**src/rtl/tls_client_hello_sni_alpn_parser_assert.svh**
```systemverilog
`ifndef TLS_CLIENT_HELLO_SNI_ALPN_PARSER_ASSERT_SVH
`define TLS_CLIENT_HELLO_SNI_ALPN_PARSER_ASSERT_SVH

// property that must hold in the same cycle as its trigger
`define TLSCP_ASSERT_NOW(label, clk, rst, ante, cons) \
   label: assert property (@(posedge clk) disable iff (rst) (ante) |-> (cons)) \
      else $error("tlscp same-cycle check failed");

// property that must hold in the cycle after its trigger
`define TLSCP_ASSERT_NEXT(label, clk, rst, ante, cons) \
   label: assert property (@(posedge clk) disable iff (rst) (ante) |=> (cons)) \
      else $error("tlscp next-cycle check failed");

`endif

```
**src/rtl/tlscp_pkg.sv**
```systemverilog
`default_nettype none

package tlscp_pkg;

   localparam int SNI_BYTES = 32;
   localparam int ALPN_BYTES = 32;
   localparam int SNI_DEPTH = SNI_BYTES - 1;
   localparam int ALPN_DEPTH = ALPN_BYTES - 1;
   localparam int HDR_BYTES = 5;
   localparam int RSP_DATA_BITS = 56;

   localparam logic [7:0] CONTENT_HANDSHAKE = 8'h16;
   localparam logic [7:0] HS_CLIENT_HELLO = 8'h01;
   localparam logic [7:0] MAJOR_VERSION = 8'h03;
   localparam logic [15:0] EXT_SERVER_NAME = 16'h0000;
   localparam logic [15:0] EXT_ALPN = 16'h0010;
   localparam logic [15:0] RANDOM_BYTES = 16'd32;
   localparam logic [7:0] ALPN_SEPARATOR = 8'h2c;
   localparam logic [16:0] SEEN_MAX = 17'h1ffff;

   typedef enum logic [1:0] {
      ST_OK        = 2'd0,
      ST_NO_MATCH  = 2'd1,
      ST_NEED_MORE = 2'd2,
      ST_MALFORMED = 2'd3
   } status_type;

   typedef enum logic [1:0] {
      KIND_STATUS = 2'd0,
      KIND_SNI    = 2'd1,
      KIND_ALPN   = 2'd2
   } kind_type;

   typedef enum logic [21:0] {
      PH_HDR     = 22'b1 << 0,
      PH_IGNORE  = 22'b1 << 1,
      PH_DONE    = 22'b1 << 2,
      PH_CVER    = 22'b1 << 3,
      PH_RANDOM  = 22'b1 << 4,
      PH_SIDLEN  = 22'b1 << 5,
      PH_SID     = 22'b1 << 6,
      PH_CSLEN   = 22'b1 << 7,
      PH_CS      = 22'b1 << 8,
      PH_CMLEN   = 22'b1 << 9,
      PH_CM      = 22'b1 << 10,
      PH_EXTLEN  = 22'b1 << 11,
      PH_EXTTYPE = 22'b1 << 12,
      PH_EXTSIZE = 22'b1 << 13,
      PH_EXTSKIP = 22'b1 << 14,
      PH_SLIST   = 22'b1 << 15,
      PH_STYPE   = 22'b1 << 16,
      PH_SNLEN   = 22'b1 << 17,
      PH_SNAME   = 22'b1 << 18,
      PH_ALIST   = 22'b1 << 19,
      PH_APLEN   = 22'b1 << 20,
      PH_APROTO  = 22'b1 << 21
   } phase_type;

   // phases inside one extension body
   localparam logic [21:0] EXT_MASK = 22'(PH_EXTSKIP) | 22'(PH_SLIST) | 22'(PH_STYPE) |
      22'(PH_SNLEN) | 22'(PH_SNAME) | 22'(PH_ALIST) | 22'(PH_APLEN) | 22'(PH_APROTO);
   // phases inside the extension block
   localparam logic [21:0] BLOCK_MASK = EXT_MASK | 22'(PH_EXTTYPE) | 22'(PH_EXTSIZE);

   typedef struct packed {
      phase_type   phase;
      logic [23:0] body_rem;
      logic [15:0] nr_block;
      logic [15:0] nr_ext;
      logic [15:0] nr_left;
      logic [15:0] nr_type;
      logic [15:0] field_acc;
      logic [15:0] hello_ver;
      logic        fault;
      logic        cap_on;
      logic [4:0]  cap_left;
      logic [4:0]  alpn_count;
      logic        comma_wr;
   } walk_type;

   localparam walk_type WALK_RESET = '{phase: PH_HDR, default: '0};

   typedef struct packed {
      status_type  status;
      logic [15:0] record_ver;
      logic [15:0] client_ver;
      logic [4:0]  sni_len;
      logic [4:0]  alpn_len;
   } summary_type;

   typedef logic [SNI_DEPTH-1:0][7:0] sni_view_type;
   typedef logic [ALPN_DEPTH-1:0][7:0] alpn_view_type;

   typedef struct packed {
      logic [7:0]  text_byte;
      logic [4:0]  alpn_length;
      logic [4:0]  sni_length;
      logic [15:0] client_version;
      logic [15:0] record_version;
      status_type  status;
   } rsp_item_type;

   function automatic logic is_body(phase_type p);
      return (p != PH_HDR) && (p != PH_IGNORE) && (p != PH_DONE);
   endfunction

   function automatic logic in_block(phase_type p);
      return |(22'(p) & BLOCK_MASK);
   endfunction

   function automatic logic in_ext(phase_type p);
      return |(22'(p) & EXT_MASK);
   endfunction

   function automatic walk_type walk_fail(walk_type w);
      walk_type r;
      r = w;
      r.fault = 1'b1;
      r.phase = PH_IGNORE;
      return r;
   endfunction

   function automatic walk_type walk_begin(walk_type w, phase_type ph, logic [15:0] n,
                                           logic [23:0] bound);
      walk_type r;
      r = w;
      if ({8'd0, n} > bound) begin
         r = walk_fail(w);
      end else begin
         r.phase = ph;
         r.nr_left = n;
         r.field_acc = '0;
      end
      return r;
   endfunction

   function automatic walk_type walk_ext_after(walk_type w);
      walk_type r;
      r = w;
      if (w.nr_block == 16'd0) r.phase = PH_DONE;
      else r = walk_begin(w, PH_EXTTYPE, 16'd2, {8'd0, w.nr_block});
      return r;
   endfunction

   function automatic walk_type walk_list_next(walk_type w, phase_type ph);
      walk_type r;
      r = w;
      if (w.nr_ext == 16'd0) r = walk_ext_after(w);
      else r = walk_begin(w, ph, 16'd1, {8'd0, w.nr_ext});
      return r;
   endfunction

   // one field of the hello body has been read completely
   function automatic walk_type walk_finish(walk_type w, logic [4:0] sni_count);
      walk_type r;
      logic [15:0] v;
      logic [23:0] ext;
      r = w;
      v = w.field_acc;
      ext = {8'd0, w.nr_ext};
      r.cap_on = 1'b0;
      unique case (w.phase)
         PH_CVER: begin
            r.hello_ver = v;
            r = walk_begin(r, PH_RANDOM, RANDOM_BYTES, r.body_rem);
         end
         PH_RANDOM: r = walk_begin(r, PH_SIDLEN, 16'd1, r.body_rem);
         PH_SIDLEN: r = walk_begin(r, PH_SID, v, r.body_rem);
         PH_SID: r = walk_begin(r, PH_CSLEN, 16'd2, r.body_rem);
         PH_CSLEN: begin
            if (v == 16'd0 || v[0]) r = walk_fail(r);
            else r = walk_begin(r, PH_CS, v, r.body_rem);
         end
         PH_CS: r = walk_begin(r, PH_CMLEN, 16'd1, r.body_rem);
         PH_CMLEN: begin
            if (v == 16'd0) r = walk_fail(r);
            else r = walk_begin(r, PH_CM, v, r.body_rem);
         end
         PH_CM: begin
            if (r.body_rem == 24'd0) r.phase = PH_DONE;
            else r = walk_begin(r, PH_EXTLEN, 16'd2, r.body_rem);
         end
         PH_EXTLEN: begin
            if ({8'd0, v} > r.body_rem) begin
               r = walk_fail(r);
            end else begin
               r.nr_block = v;
               r = walk_ext_after(r);
            end
         end
         PH_EXTTYPE: begin
            r.nr_type = v;
            r = walk_begin(r, PH_EXTSIZE, 16'd2, {8'd0, r.nr_block});
         end
         PH_EXTSIZE: begin
            if (v > r.nr_block) begin
               r = walk_fail(r);
            end else begin
               r.nr_ext = v;
               if (r.nr_type == EXT_SERVER_NAME) r = walk_begin(r, PH_SLIST, 16'd2, {8'd0, v});
               else if (r.nr_type == EXT_ALPN) r = walk_begin(r, PH_ALIST, 16'd2, {8'd0, v});
               else r = walk_begin(r, PH_EXTSKIP, v, {8'd0, v});
            end
         end
         PH_EXTSKIP: r = walk_ext_after(r);
         PH_SLIST: begin
            if ({8'd0, v} != ext) r = walk_fail(r);
            else r = walk_list_next(r, PH_STYPE);
         end
         PH_STYPE: begin
            r.nr_type = v;
            r = walk_begin(r, PH_SNLEN, 16'd2, ext);
         end
         PH_SNLEN: begin
            if (v == 16'd0 || {8'd0, v} > ext) begin
               r = walk_fail(r);
            end else begin
               r = walk_begin(r, PH_SNAME, v, ext);
               // only the first non-empty host name is kept
               r.cap_on = (w.nr_type == 16'd0) && (sni_count == 5'd0);
               r.cap_left = 5'(SNI_BYTES - 1);
            end
         end
         PH_SNAME: r = walk_list_next(r, PH_STYPE);
         PH_ALIST: begin
            if ({8'd0, v} != ext) r = walk_fail(r);
            else r = walk_list_next(r, PH_APLEN);
         end
         PH_APLEN: begin
            if (v == 16'd0 || {8'd0, v} > ext) begin
               r = walk_fail(r);
            end else if (w.alpn_count != 5'd0 &&
                         ({1'b0, w.alpn_count} + 6'd1 >= 6'(ALPN_BYTES))) begin
               r = walk_fail(r);
            end else begin
               if (w.alpn_count != 5'd0) begin
                  r.comma_wr = 1'b1;
                  r.alpn_count = w.alpn_count + 5'd1;
               end
               r = walk_begin(r, PH_APROTO, v, ext);
               r.cap_on = 1'b1;
               r.cap_left = 5'(ALPN_BYTES - 1) - r.alpn_count;
            end
         end
         PH_APROTO: r = walk_list_next(r, PH_APLEN);
         default: r = walk_fail(r);
      endcase
      return r;
   endfunction

endpackage

`default_nettype wire

```
**src/rtl/tlscp_parser.sv**
```systemverilog
`default_nettype none

module tlscp_parser (
   input  logic                    clock,
   input  logic                    reset,
   input  logic                    in_take,
   input  logic [7:0]              in_byte,
   input  logic                    in_last,
   output logic                    done_load,
   output tlscp_pkg::summary_type  done_summary,
   output tlscp_pkg::sni_view_type sni_view,
   output tlscp_pkg::alpn_view_type alpn_view
);
   import tlscp_pkg::*;

   walk_type    walk_ff, walk_in;
   logic [16:0] seen_ff, seen_in;
   logic [7:0]  first_ff, first_in;
   logic [7:0]  hs_type_ff, hs_type_in;
   logic [15:0] rec_ver_ff, rec_ver_in;
   logic [15:0] rec_len_ff, rec_len_in;
   logic        started_ff, started_in;
   logic [4:0]  sni_count_ff, sni_count_in;
   logic [7:0]  sni_text_ff [SNI_DEPTH];
   logic [7:0]  alpn_text_ff [ALPN_DEPTH];
   logic        sni_wr;
   logic        alpn_wr;
   logic [4:0]  alpn_wr_idx;
   logic [7:0]  alpn_wr_data;
   logic [16:0] need_len;
   phase_type   ph;

   always_comb begin
      walk_in = walk_ff;
      seen_in = (seen_ff < SEEN_MAX) ? seen_ff + 17'd1 : seen_ff;
      first_in = first_ff;
      hs_type_in = hs_type_ff;
      rec_ver_in = rec_ver_ff;
      rec_len_in = rec_len_ff;
      started_in = started_ff;
      sni_count_in = sni_count_ff;
      sni_wr = 1'b0;
      alpn_wr = 1'b0;
      alpn_wr_idx = walk_ff.alpn_count;
      alpn_wr_data = in_byte;
      ph = walk_ff.phase;
      if (ph == PH_HDR && seen_ff < 17'd9) begin
         priority if (seen_ff == 17'd0) first_in = in_byte;
         else if (seen_ff <= 17'd2) rec_ver_in = {rec_ver_ff[7:0], in_byte};
         else if (seen_ff <= 17'd4) rec_len_in = {rec_len_ff[7:0], in_byte};
         else if (seen_ff == 17'd5) hs_type_in = in_byte;
         else walk_in.body_rem = {walk_ff.body_rem[15:0], in_byte};
         if (seen_ff == 17'd8) begin
            if (hs_type_ff == HS_CLIENT_HELLO && rec_len_ff >= 16'd4 &&
                walk_in.body_rem <= {8'd0, rec_len_ff - 16'd4}) begin
               started_in = 1'b1;
               walk_in = walk_begin(walk_in, PH_CVER, 16'd2, walk_in.body_rem);
            end else begin
               walk_in.phase = PH_IGNORE;
            end
         end
      end else if (is_body(ph)) begin
         walk_in.comma_wr = 1'b0;
         if (walk_ff.body_rem != 24'd0) walk_in.body_rem = walk_ff.body_rem - 24'd1;
         if (in_block(ph) && walk_ff.nr_block != 16'd0)
            walk_in.nr_block = walk_ff.nr_block - 16'd1;
         if (in_ext(ph) && walk_ff.nr_ext != 16'd0)
            walk_in.nr_ext = walk_ff.nr_ext - 16'd1;
         if (walk_ff.cap_on && walk_ff.cap_left != 5'd0) begin
            // names are c strings: a zero byte ends the capture
            priority if (in_byte == 8'd0) begin
               walk_in.cap_on = 1'b0;
            end else if (ph == PH_SNAME && {1'b0, sni_count_ff} < 6'(SNI_BYTES)) begin
               sni_wr = 1'b1;
               sni_count_in = sni_count_ff + 5'd1;
               walk_in.cap_left = walk_ff.cap_left - 5'd1;
            end else if (ph == PH_APROTO && {1'b0, walk_ff.alpn_count} < 6'(ALPN_BYTES)) begin
               alpn_wr = 1'b1;
               walk_in.alpn_count = walk_ff.alpn_count + 5'd1;
               walk_in.cap_left = walk_ff.cap_left - 5'd1;
            end else begin
               walk_in.cap_on = walk_ff.cap_on;
            end
         end
         walk_in.field_acc = {walk_ff.field_acc[7:0], in_byte};
         if (walk_ff.nr_left != 16'd0) walk_in.nr_left = walk_ff.nr_left - 16'd1;
         // a zero-length field closes right away, so at most two fields end per word
         if (is_body(walk_in.phase) && walk_in.nr_left == 16'd0)
            walk_in = walk_finish(walk_in, sni_count_in);
         if (is_body(walk_in.phase) && walk_in.nr_left == 16'd0)
            walk_in = walk_finish(walk_in, sni_count_in);
         if (walk_in.comma_wr) begin
            alpn_wr = 1'b1;
            alpn_wr_idx = walk_in.alpn_count - 5'd1;
            alpn_wr_data = ALPN_SEPARATOR;
         end
      end
   end

   // verdict for the buffer, from the state after this word
   always_comb begin
      need_len = 17'(HDR_BYTES) + {1'b0, rec_len_in};
      done_summary = '0;
      priority if (seen_in < 17'(HDR_BYTES)) begin
         done_summary.status = (first_in == CONTENT_HANDSHAKE) ? ST_NEED_MORE : ST_NO_MATCH;
      end else if (first_in != CONTENT_HANDSHAKE || rec_ver_in[15:8] != MAJOR_VERSION) begin
         done_summary.status = ST_NO_MATCH;
         done_summary.record_ver = rec_ver_in;
      end else if (seen_in < need_len) begin
         done_summary.status = ST_NEED_MORE;
         done_summary.record_ver = rec_ver_in;
      end else if (rec_len_in < 16'd4) begin
         done_summary.status = ST_MALFORMED;
         done_summary.record_ver = rec_ver_in;
      end else if (hs_type_in != HS_CLIENT_HELLO) begin
         done_summary.status = ST_NO_MATCH;
      end else if (!started_in) begin
         done_summary.status = ST_NEED_MORE;
      end else if (walk_in.fault || walk_in.phase != PH_DONE) begin
         done_summary.status = ST_MALFORMED;
      end else begin
         done_summary.status = ST_OK;
         done_summary.record_ver = rec_ver_in;
         done_summary.client_ver = walk_in.hello_ver;
         done_summary.sni_len = sni_count_in;
         done_summary.alpn_len = walk_in.alpn_count;
      end
   end

   assign done_load = in_take & in_last;

   // text stores as seen after this word's write
   always_comb begin
      for (int i = 0; i < SNI_DEPTH; i++)
         sni_view[i] = (sni_wr && sni_count_ff == 5'(i)) ? in_byte : sni_text_ff[i];
      for (int i = 0; i < ALPN_DEPTH; i++)
         alpn_view[i] = (alpn_wr && alpn_wr_idx == 5'(i)) ? alpn_wr_data : alpn_text_ff[i];
   end

   always_ff @(posedge clock) begin
      if (reset || done_load) begin
         walk_ff <= WALK_RESET;
         seen_ff <= '0;
         first_ff <= '0;
         hs_type_ff <= '0;
         rec_ver_ff <= '0;
         rec_len_ff <= '0;
         started_ff <= 1'b0;
         sni_count_ff <= '0;
      end else if (in_take) begin
         walk_ff <= walk_in;
         seen_ff <= seen_in;
         first_ff <= first_in;
         hs_type_ff <= hs_type_in;
         rec_ver_ff <= rec_ver_in;
         rec_len_ff <= rec_len_in;
         started_ff <= started_in;
         sni_count_ff <= sni_count_in;
      end
   end

   always_ff @(posedge clock) begin
      if (in_take && sni_wr) sni_text_ff[sni_count_ff] <= in_byte;
      if (in_take && alpn_wr) alpn_text_ff[alpn_wr_idx] <= alpn_wr_data;
   end

endmodule

`default_nettype wire

```
**src/rtl/tlscp_emitter.sv**
```systemverilog
`default_nettype none

module tlscp_emitter (
   input  logic                     clock,
   input  logic                     reset,
   input  logic                     load,
   input  tlscp_pkg::summary_type   summary,
   input  tlscp_pkg::sni_view_type  sni_view,
   input  tlscp_pkg::alpn_view_type alpn_view,
   input  logic                     out_ready,
   output logic                     out_valid,
   output tlscp_pkg::kind_type      out_kind,
   output tlscp_pkg::rsp_item_type  out_item,
   output logic                     out_last,
   output logic                     free
);
   import tlscp_pkg::*;

   logic          busy_ff;
   logic [5:0]    pos_ff;
   summary_type   sum_ff;
   sni_view_type  sni_ff;
   alpn_view_type alpn_ff;
   logic [5:0]    total;
   logic [4:0]    sni_idx;
   logic [4:0]    alpn_idx;

   assign total = {1'b0, sum_ff.sni_len} + {1'b0, sum_ff.alpn_len};
   assign sni_idx = 5'(pos_ff - 6'd1);
   assign alpn_idx = 5'(pos_ff - 6'd1 - {1'b0, sum_ff.sni_len});
   assign out_valid = busy_ff;
   assign out_last = (pos_ff == total);
   assign free = !busy_ff || (out_ready && out_last);

   // word 0 is the status, then server name bytes, then alpn bytes
   always_comb begin
      out_item = '0;
      if (pos_ff == 6'd0) begin
         out_kind = KIND_STATUS;
         out_item.status = sum_ff.status;
         out_item.record_version = sum_ff.record_ver;
         out_item.client_version = sum_ff.client_ver;
         out_item.sni_length = sum_ff.sni_len;
         out_item.alpn_length = sum_ff.alpn_len;
      end else if (pos_ff <= {1'b0, sum_ff.sni_len}) begin
         out_kind = KIND_SNI;
         out_item.text_byte = sni_ff[sni_idx];
      end else begin
         out_kind = KIND_ALPN;
         out_item.text_byte = alpn_ff[alpn_idx];
      end
   end

   always_ff @(posedge clock) begin
      if (reset) begin
         busy_ff <= 1'b0;
         pos_ff <= '0;
      end else if (load) begin
         busy_ff <= 1'b1;
         pos_ff <= '0;
      end else if (busy_ff && out_ready) begin
         if (out_last) busy_ff <= 1'b0;
         else pos_ff <= pos_ff + 6'd1;
      end
   end

   always_ff @(posedge clock) begin
      if (load) begin
         sum_ff <= summary;
         sni_ff <= sni_view;
         alpn_ff <= alpn_view;
      end
   end

endmodule

`default_nettype wire

```
**src/rtl/tls_client_hello_sni_alpn_parser.sv**
```systemverilog
// Streaming ClientHello inspector: one buffer arrives as a run of bytes on req, closed by
// tlast. A buffer streams in at one byte per clock, bar a closing byte that is held off;
// the record header, handshake header and body vectors are tracked with small length
// counters as they go by, and the first host name and the comma-joined ALPN list are kept as
// c strings of up to 31 characters each. On the closing byte the verdict and both strings
// are copied into the output stage and the parser is ready for the next buffer in the next
// cycle. The output then sends one status word followed by the name bytes and the ALPN
// bytes, one word per cycle while rsp_tready is high (1 to 63 words, tlast on the final
// one). A closing byte is held off while the previous buffer still has words beyond the
// one now leaving, so a buffer shorter than the previous list waits for the output to drain.
`default_nettype none
`include "tls_client_hello_sni_alpn_parser_assert.svh"

module tls_client_hello_sni_alpn_parser (
   input  logic                                clock,
   input  logic                                reset,
   input  logic                                req_tvalid,
   output logic                                req_tready,
   input  logic [7:0]                          req_tdata,  // data_byte
   input  logic                                req_tlast,
   output logic                                rsp_tvalid,
   input  logic                                rsp_tready,
   // status, record_version, client_version, sni_length, alpn_length, text_byte
   output logic [tlscp_pkg::RSP_DATA_BITS-1:0] rsp_tdata,
   output logic [1:0]                          rsp_tuser,  // item_kind
   output logic                                rsp_tlast
);
   import tlscp_pkg::*;

   logic          req_take;
   logic          done_load;
   logic          emit_free;
   summary_type   done_summary;
   sni_view_type  sni_view;
   alpn_view_type alpn_view;
   kind_type      rsp_kind;
   rsp_item_type  rsp_item;

   // only the closing byte of a buffer needs room in the output stage
   assign req_tready = emit_free | ~req_tlast;
   assign req_take = req_tvalid & req_tready;

   tlscp_parser u_parser (
      .clock        (clock),
      .reset        (reset),
      .in_take      (req_take),
      .in_byte      (req_tdata),
      .in_last      (req_tlast),
      .done_load    (done_load),
      .done_summary (done_summary),
      .sni_view     (sni_view),
      .alpn_view    (alpn_view)
   );

   tlscp_emitter u_emitter (
      .clock     (clock),
      .reset     (reset),
      .load      (done_load),
      .summary   (done_summary),
      .sni_view  (sni_view),
      .alpn_view (alpn_view),
      .out_ready (rsp_tready),
      .out_valid (rsp_tvalid),
      .out_kind  (rsp_kind),
      .out_item  (rsp_item),
      .out_last  (rsp_tlast),
      .free      (emit_free)
   );

   assign rsp_tdata = RSP_DATA_BITS'(rsp_item);
   assign rsp_tuser = rsp_kind;

   `TLSCP_ASSERT_NOW(a_close_needs_room, clock, reset, req_tvalid && req_tready && req_tlast, !rsp_tvalid || (rsp_tready && rsp_tlast))
   `TLSCP_ASSERT_NEXT(a_status_leads, clock, reset, req_tvalid && req_tready && req_tlast, rsp_tvalid && rsp_tuser == KIND_STATUS)
   `TLSCP_ASSERT_NOW(a_fail_no_text, clock, reset, rsp_tvalid && rsp_tuser == KIND_STATUS && rsp_item.status != ST_OK, rsp_item.sni_length == 5'd0 && rsp_item.alpn_length == 5'd0 && rsp_tlast)

endmodule

`default_nettype wire
```
**config.mk**
```make
export PLATFORM = sky130hd
export DESIGN_NAME = tls_client_hello_sni_alpn_parser
export DESIGN_NICKNAME = d
export VERILOG_FILES = /design/src/rtl/tlscp_pkg.sv /design/src/rtl/tlscp_parser.sv /design/src/rtl/tlscp_emitter.sv /design/src/rtl/tls_client_hello_sni_alpn_parser.sv
export VERILOG_INCLUDE_DIRS = /design/src /design/src/rtl
export SDC_FILE = /design/constraint.sdc
export NUM_CORES = 2
export LEC_CHECK = 0
export ABC_CLOCK_PERIOD_IN_PS = 50800
export BUFFER_PORTS_ARGS = -buffer_cell sky130_fd_sc_hd__buf_2
export CORE_UTILIZATION = 50
export CTS_CLUSTER_DIAMETER = 150
export DETAILED_ROUTE_END_ITERATION = 6
export PLACE_DENSITY = 0.65
export SYNTH_ARGS = -nofsm -noshare
export SYNTH_HDL_FRONTEND = slang
export SYNTH_HIERARCHICAL = 1
export SYNTH_SLANG_ARGS = --single-unit
```
**constraint.sdc**
```tcl
create_clock -name clock -period 50.8 [get_ports clock]
set_clock_uncertainty 0.15 [all_clocks]
set_input_delay 0 -clock clock [delete_from_list [all_inputs] [get_ports clock]]
set_output_delay 0 -clock clock [all_outputs]
set_load 0.01 [all_outputs]
```
# Word-level counts from Yosys, hierarchy flattened
# Memory sizes are Yosys's and may differ from the RTL's. A register that Yosys moved wholly into a read port is not among the register bits.
# Index checks and enable logic that the tools add are counted.
# totals
n_memories,2
in_bits,13
ff_bits,268
word_cells,485
out_inout_bits,61
ramBits,496
# classes
n_bitwise,7
addsub,21
magnitude_cmp,37
eq_ne,61
muxes,264
n_reduce_logical,67
# mem_list
memory,depth,width,read_ports,rd_clocked_by_memory_dff,write_ports,line_no,text
u_parser.alpn_text_ff,31,8,31,31,1,tlscp_parser.sv:25,logic [7:0] alpn_text_ff [ALPN_DEPTH];
u_parser.sni_text_ff,31,8,31,31,1,tlscp_parser.sv:24,logic [7:0] sni_text_ff [SNI_DEPTH];
# ops
cell,n
$pmux 155 s19,2
$mux 155,23
$mux 16,60
$mux 77,7
$mux 13,30
$mux 29,12
$mux 153,2
$mux 152,2
$mux 146,2
$mux 144,2
$mux 142,2
$mux 24,8
$logic_not 16->1,10
$mux 154,1
$mux 150,1
$mux 8,16
$mux 42,3
$gt 16x16->1,6
$gt 2x16->1 const A,6
$mux 18,5
$bmux 8 s5,2
$gt 2x24->1 const A,3
$mux 5,14
$mux 22,3
other kinds (101),235

# Logic depth before layout (Yosys ltp)
# logic_depth
ltp_word,50
depth_mapped,41

# Modules after synthesis
# The synthesis kept the hierarchy.
# modules_own_cells
module,cells_each,instances,area_each_um2
tlscp_parser,4318,1,42084.1
tlscp_emitter,1044,1,21698.3
tls_client_hello_sni_alpn_parser,7,1,56.3

# Least setup slack after synthesis
# Ideal clock, no wire load.
# synth_path
kind,flip-flop to flip-flop
from,register u_emitter/sum_ff[5] in the netlist's numbering
to,register u_parser.walk_ff (netlist bit u_parser/ph[1])
t_arrival_ns,17.298
n_path_buf,1
period_less_slack_ns,17.591
required_time_ns,50.507
path_slack_ns,33.209
path_stages_with_launch,15
setup_ns,0.143
cell_sequence,edfxtp_1 -> ha_1 -> fa_1 -> xor2_1 -> xnor2_1 -> nand3_1 -> a2111oi_4 -> buf_4 -> nand2_1 -> nand2_1 -> nand2b_4 -> and2_4 -> and2_1 -> nor2_1 -> and2_1
# synth_via
elab_chain_len,8
# synth_lines
item,line_no,text
start: declaration,tlscp_emitter.sv:21,summary_type sum_ff;
start signal: assignment,tlscp_emitter.sv:69,sum_ff <= summary;
$add 5x5->6,tlscp_emitter.sv:28,"assign total = {1'b0, sum_ff.sni_len} + {1'b0, sum_ff.alpn_len};"
$eq 6x6->1,tlscp_emitter.sv:32,assign out_last = (pos_ff == total);
named net rsp_tlast,tls_client_hello_sni_alpn_parser.sv:26,output logic rsp_tlast
$logic_and 1x1->1,tlscp_emitter.sv:33,assign free = !busy_ff || (out_ready && out_last);
$logic_or 1x1->1,tlscp_emitter.sv:33,
named net emit_free,tls_client_hello_sni_alpn_parser.sv:32,logic emit_free;
$or 1x1->1,tls_client_hello_sni_alpn_parser.sv:40,assign req_tready = emit_free | ~req_tlast;
named net req_tready,tls_client_hello_sni_alpn_parser.sv:18,"output logic req_tready,"
$and 1x1->1,tls_client_hello_sni_alpn_parser.sv:41,assign req_take = req_tvalid & req_tready;
named net req_take,tls_client_hello_sni_alpn_parser.sv:30,logic req_take;
$and 1x1->1,tlscp_parser.sv:130,assign done_load = in_take & in_last;
named net done_load,tls_client_hello_sni_alpn_parser.sv:31,logic done_load;
$logic_or 1x1->1,tlscp_parser.sv:141,if (reset || done_load) begin
end signal: assignment,tlscp_parser.sv:151,walk_ff <= walk_in;
end: declaration,tlscp_parser.sv:16,"walk_type walk_ff, walk_in;"
# The timed path passes the listed nets, and every way through them passes these cells.
# A chain may end at the register's enable or synchronous reset.

# Final worst setup path
# layout_path
from,register u_parser.walk_ff (netlist bit u_parser/ph[16])
to,"register u_emitter/sum_ff[9] in the netlist's numbering, data pin"
# layout_via
elab_chain_len,36
# layout_lines
item,line_no,text
$eq 22x22->1 or $reduce_or 8->1 (tied branches),"tlscp_pkg.sv:162, tlscp_parser.sv:77, tlscp_pkg.sv:112",
$mux 10 or $logic_and 1x1->1 (tied branches),"tlscp_parser.sv:77, tlscp_parser.sv:67",
$mux 5 or $mux 16 (tied branches),"tlscp_parser.sv:73, tlscp_parser.sv:67",
$mux 10 or $mux 16 (tied branches),"tlscp_parser.sv:71, tlscp_parser.sv:62",
$mux 11 or $mux 16 (tied branches),"tlscp_parser.sv:69, tlscp_parser.sv:47",
$mux 11 or $gt 16x16->1 (tied branches),--,
$mux 11 or $mux 13 (tied branches),"tlscp_parser.sv:47, tlscp_pkg.sv:127",
"$add 5x1->5, or another cell as far along",tlscp_pkg.sv:238,r.alpn_count = w.alpn_count + 5'd1;
[... 20 more ...],--,
$mux 155 or $pmux 155 s19 (tied branches),"tlscp_parser.sv:90, tlscp_pkg.sv:162",
"$mux 155, on equally long branches","tlscp_parser.sv:62, tlscp_parser.sv:90",
"$mux 155, on equally long branches","tlscp_parser.sv:47, tlscp_parser.sv:62",
"$mux 155, on equally long branches","tlscp_parser.sv:62, tlscp_parser.sv:47",
"$mux 155, on equally long branches","tlscp_parser.sv:47, tlscp_parser.sv:62",
$ne 22x3->1 or $mux 155 (tied branches),"tlscp_parser.sv:119, tlscp_parser.sv:47",
$logic_or 1x1->1,tlscp_parser.sv:119,end else if (walk_in.fault || walk_in.phase != PH_DONE) begin
$reduce_or 7->1 (no line),--,
# Parallel ways exist; a longest one is shown, timed or not. The select of a mux whose other input is x is not followed.

==> results.py <==
metrics = {
    "sta": {
        "relSlewSlack": 0.119,
        "rsz0062_at_grt": "no",
        "min_period_ns": 10.13,
        "fmax_mhz": 98.8,
        "tns_ns": 0,
        "fin_crit_sh": 0.199,
        "report.final.slew_viol_count": 0,
        "hold_viol": 0,
        "tightestPinTransition_ns": 1.31,
        "finalSetupViolCount": 0,
    },
    "synthesis": {
        "synth-edff-count": 1036,
        "yosysWarningCount": 6,
        "yosysSeqAreaShare": 0.558,
        "syn_inst": 5369,
        "synth-seq-cells": 1260,
        "synth_top_area_frac": 0.487,
        "synth-async-reset-ratio": 0,
        "synthTopCellsByArea": "edfxtp_1 (49%), dfxtp_1 (7.0%), mux2_2 (6.6%)",
        "yosys.area.top_type": "edfxtp_1",
        "avgSynthCellArea_um2": 11.9,
        "ys.flop_type": "edfxtp_1",
        "syn_area_um2": 63800,
        "ys_types": 130,
    },
    "setup_path": {
        "worstSetupPathType": "reg2reg",
        "cp_data_arrival_time_ns": 10.57,
        "path_max_fanout": 26,
        "cp-start-kind": "register",
        "cp_common_cell": "o21a_1",
        "cpMaxStageDelayCell": "or4_1",
        "critical-path-max-stage-delay_ns": 0.86,
        "required_ns": 51.24,
        "critPathCaptureType": "register",
    },
    "place": {
        "gp_routability_congestion": 0.994,
        "portBuffers": 69,
        "dp_hpwl_um": 119000,
        "placed_area_um2": 65700,
    },
    "grt": {
        "grt_max_degree": 128,
        "antenna_found_initial": 3,
        "grt_overflow_total": 0,
        "grt_pass1_vias": 42000,
        "track_usage": 0.279,
        "grt_pass1_wl_um": 274000,
    },
    "drt": {
        "drc": 0,
        "dr.first_iter.drc_count": 4863,
        "wirelength_um": 182000,
        "drt_pass1_iterations": 6,
        "drtAntennaViolNets": 0,
        "detail_route.wl_per_cell_um": 25.5,
        "routed_via_density": 6.25,
        "vias": 44400,
    },
    "clock_tree": {
        "cts-root-buf": "clkbuf_16",
        "clk_pin_slew_ns": 0.05,
        "cts-htree-levels": 4,
        "clkSinkCount": 1260,
        "cts_buffers": 138,
        "tritoncts": "built",
        "clockBufferDepth": 3,
        "clock_latency_ns": 0.79,
    },
    "power_and_ir_drop": {
        "p_total_mw": 3.02,
        "cellLeakagePower_nw": 24.1,
        "peakVddDrop_v": 0.0000602,
        "powerDensity_nw_per_um2": 43.0,
    },
    "floorplan": {
        "core_um2": 126000,
        "fp.dieH_um": 359,
        "dieArea_um2": 129000,
        "io_pins": 74,
        "rows": 130,
        "start_util": 0.506,
        "die_w_um": 359,
    },
    "run": {
        "drv_cap": 0,
    },
    "finish": {
        "drive_gt1_frac": 0.190,
        "nets": 5510,
        "n_fill_cell": 10400,
        "design_area_um2": 70300,
        "area_growth_syn_to_layout_pct": 10.1,
    },
    "worst_hold_path": {
        "hold_class": "in2reg",
    },
    "run_status": {
        "status": "finished clean",
    },
}
[critical path, delay by kind of cell (launching register included)]
family | cells | cell delay (ns)
adders and majority gates | 2 | 0.69
buffers and inverters | 2 | 0.52
DFF | 1 | 0.41
AOI/OAI and AO/OA | 17 | 3.20
and+or+nand+nor | 11 | 4.30
xor gates and xnor gates | 1 | 0.62
[per-layer routing]
| metal | wire (um) | global-route usage | vias to the layer above |
|---|---|---|---|
| met1 | 82900 | 0.414 | 22200 |
| li1 | - | - | 20300 |
| met3 | 13300 | 0.0464 | 291 |
| met5 | 0 | 0 | - |
| met2 | 80400 | 0.420 | 1701 |
| met4 | 4920 | 0.0825 | 0 |
[cells in the mapped netlist (12+ instances only)]
master / number
buf_4: 14
nand2b_1: 35
mux4_2: 120
o211ai_1: 20
a211oi_1: 55
mux2i_1: 114
a31oi_1: 41
nor3_1: 133
xor2_1: 46
buf_2: 48
mux2_2: 376
ha_1: 146
or4_1: 30
o21a_1: 25
edfxtp_1: 1036
nor2_1: 420
and2_1: 70
inv_1: 74
dfxtp_1: 224
o21ai_1: 13
a22oi_1: 22
a21o_1: 23
nand4b_1: 12
nor3b_1: 16
xnor2_1: 73
o31ai_1: 20
clkbuf_1: 268
nand2_1: 616
nand4_1: 77
nand3_1: 90
or2_2: 15
or3_1: 44
o21ai_0: 299
and3_1: 28
a21oi_1: 244
nor4_1: 88
nor2b_1: 47
[cells by family (layout without fill, tap and decap cells)]
family | Yosys count | count (layout) | synth area share
and+or+nand+nor | 1836 | 1836 | 0.143
DFF | 1260 | 1260 | 0.558
AOI/OAI and AO/OA | 952 | 952 | 0.0966
muxes | 614 | 614 | 0.127
buffers and inverters | 433 | 522 | 0.0285
adders and majority gates | 149 | 149 | 0.0294
xor gates and xnor gates | 124 | 124 | 0.0178
other | 1 | 5 | 0.0000587
[layout make-up]
cell class | instances | area, um2 | area share
Multi-Input combinational cell | 3679 | 26600 | 0.378
Tap cell | 1650 | 2060 | 0.0294
Sequential cell | 1260 | 35600 | 0.506
Timing Repair Buffer | 188 | 1310 | 0.0187
Antenna cell | 1 | 2.50 | 0.0000356
Clock buffer | 180 | 3730 | 0.0531
Inverter | 82 | 310 | 0.00441
Clock inverter | 72 | 696 | 0.00990
[what timing repair did]
item,CTS,global route
hold buffers,17,0
resized for setup,0,0
endpoints found under the hold margin,262,0
setup buffers,0,0
[through the flow]
step,setup WS [ns],hold WS [ns],util,instances
3_3_place_gp,41.03,0.0929,0.521,6842
5_1_grt,40.00,0.0982,0.558,7111
6_report,40.67,0.0978,0.558,7112
4_1_cts,40.82,0.0388,0.558,7111
3_5_place_dp,40.85,0.104,0.521,6842
2_1_floorplan,33.21,-0.103,-,5372
[worst paths after layout]
check	start	to	slack, ns	depth (start not counted)
max reg2reg	u_parser/ph[16]	u_emitter/sum_ff[9]	40.67	33
max	u_parser/ph[16]	u_emitter/sum_ff[9]	40.67	33
min reg2reg	u_parser/walk_ff[21]	u_parser/walk_ff[21]	0.30	2
min	req_tdata[2]	u_parser/walk_ff[15]	0.1	4
[sequential cells by signal (all words and copies together) (netlist names), 5 cells and up]
register               flops
u_parser/seen_ff          17
u_emitter/sni_ff         248
u_parser/sni_count_ff      5
u_emitter/sum_ff          44
u_emitter/pos_ff           6
u_parser/walk_ff         124
u_parser/hs_type_ff        8
u_parser/rec_ver_ff       16
u_parser/alpn_text_ff    248
u_parser/rec_len_ff       16
u_parser/ph               22
u_parser/sni_text_ff     248
u_emitter/alpn_ff        248
u_parser/first_ff          8
[report_power, final]
group	total, mW	internal (mW)	switching [mW]
logic	0.858	0.275	0.583
registers	1.18	1.14	0.0394
clock network	0.983	0.555	0.428
total	3.02	1.97	1.05
[cell usage in the layout, fill, tap and decap left out, drive strengths merged, types with 58 or more instances in the layout]
cell type / instances
edfxtp: 1036
nand2: 618
nor2: 439
mux2: 376
o21ai: 315
a21oi: 257
dfxtp: 224
clkbuf: 180
buf: 171
ha: 146
nor3: 140
mux4: 120
mux2i: 118
nor4: 99
nand3: 92
inv: 87
nand4: 78
xnor2: 76
and2: 71
a211oi: 58
clkinv: 58
No activity file was read; power rests on OpenSTA's default activity.
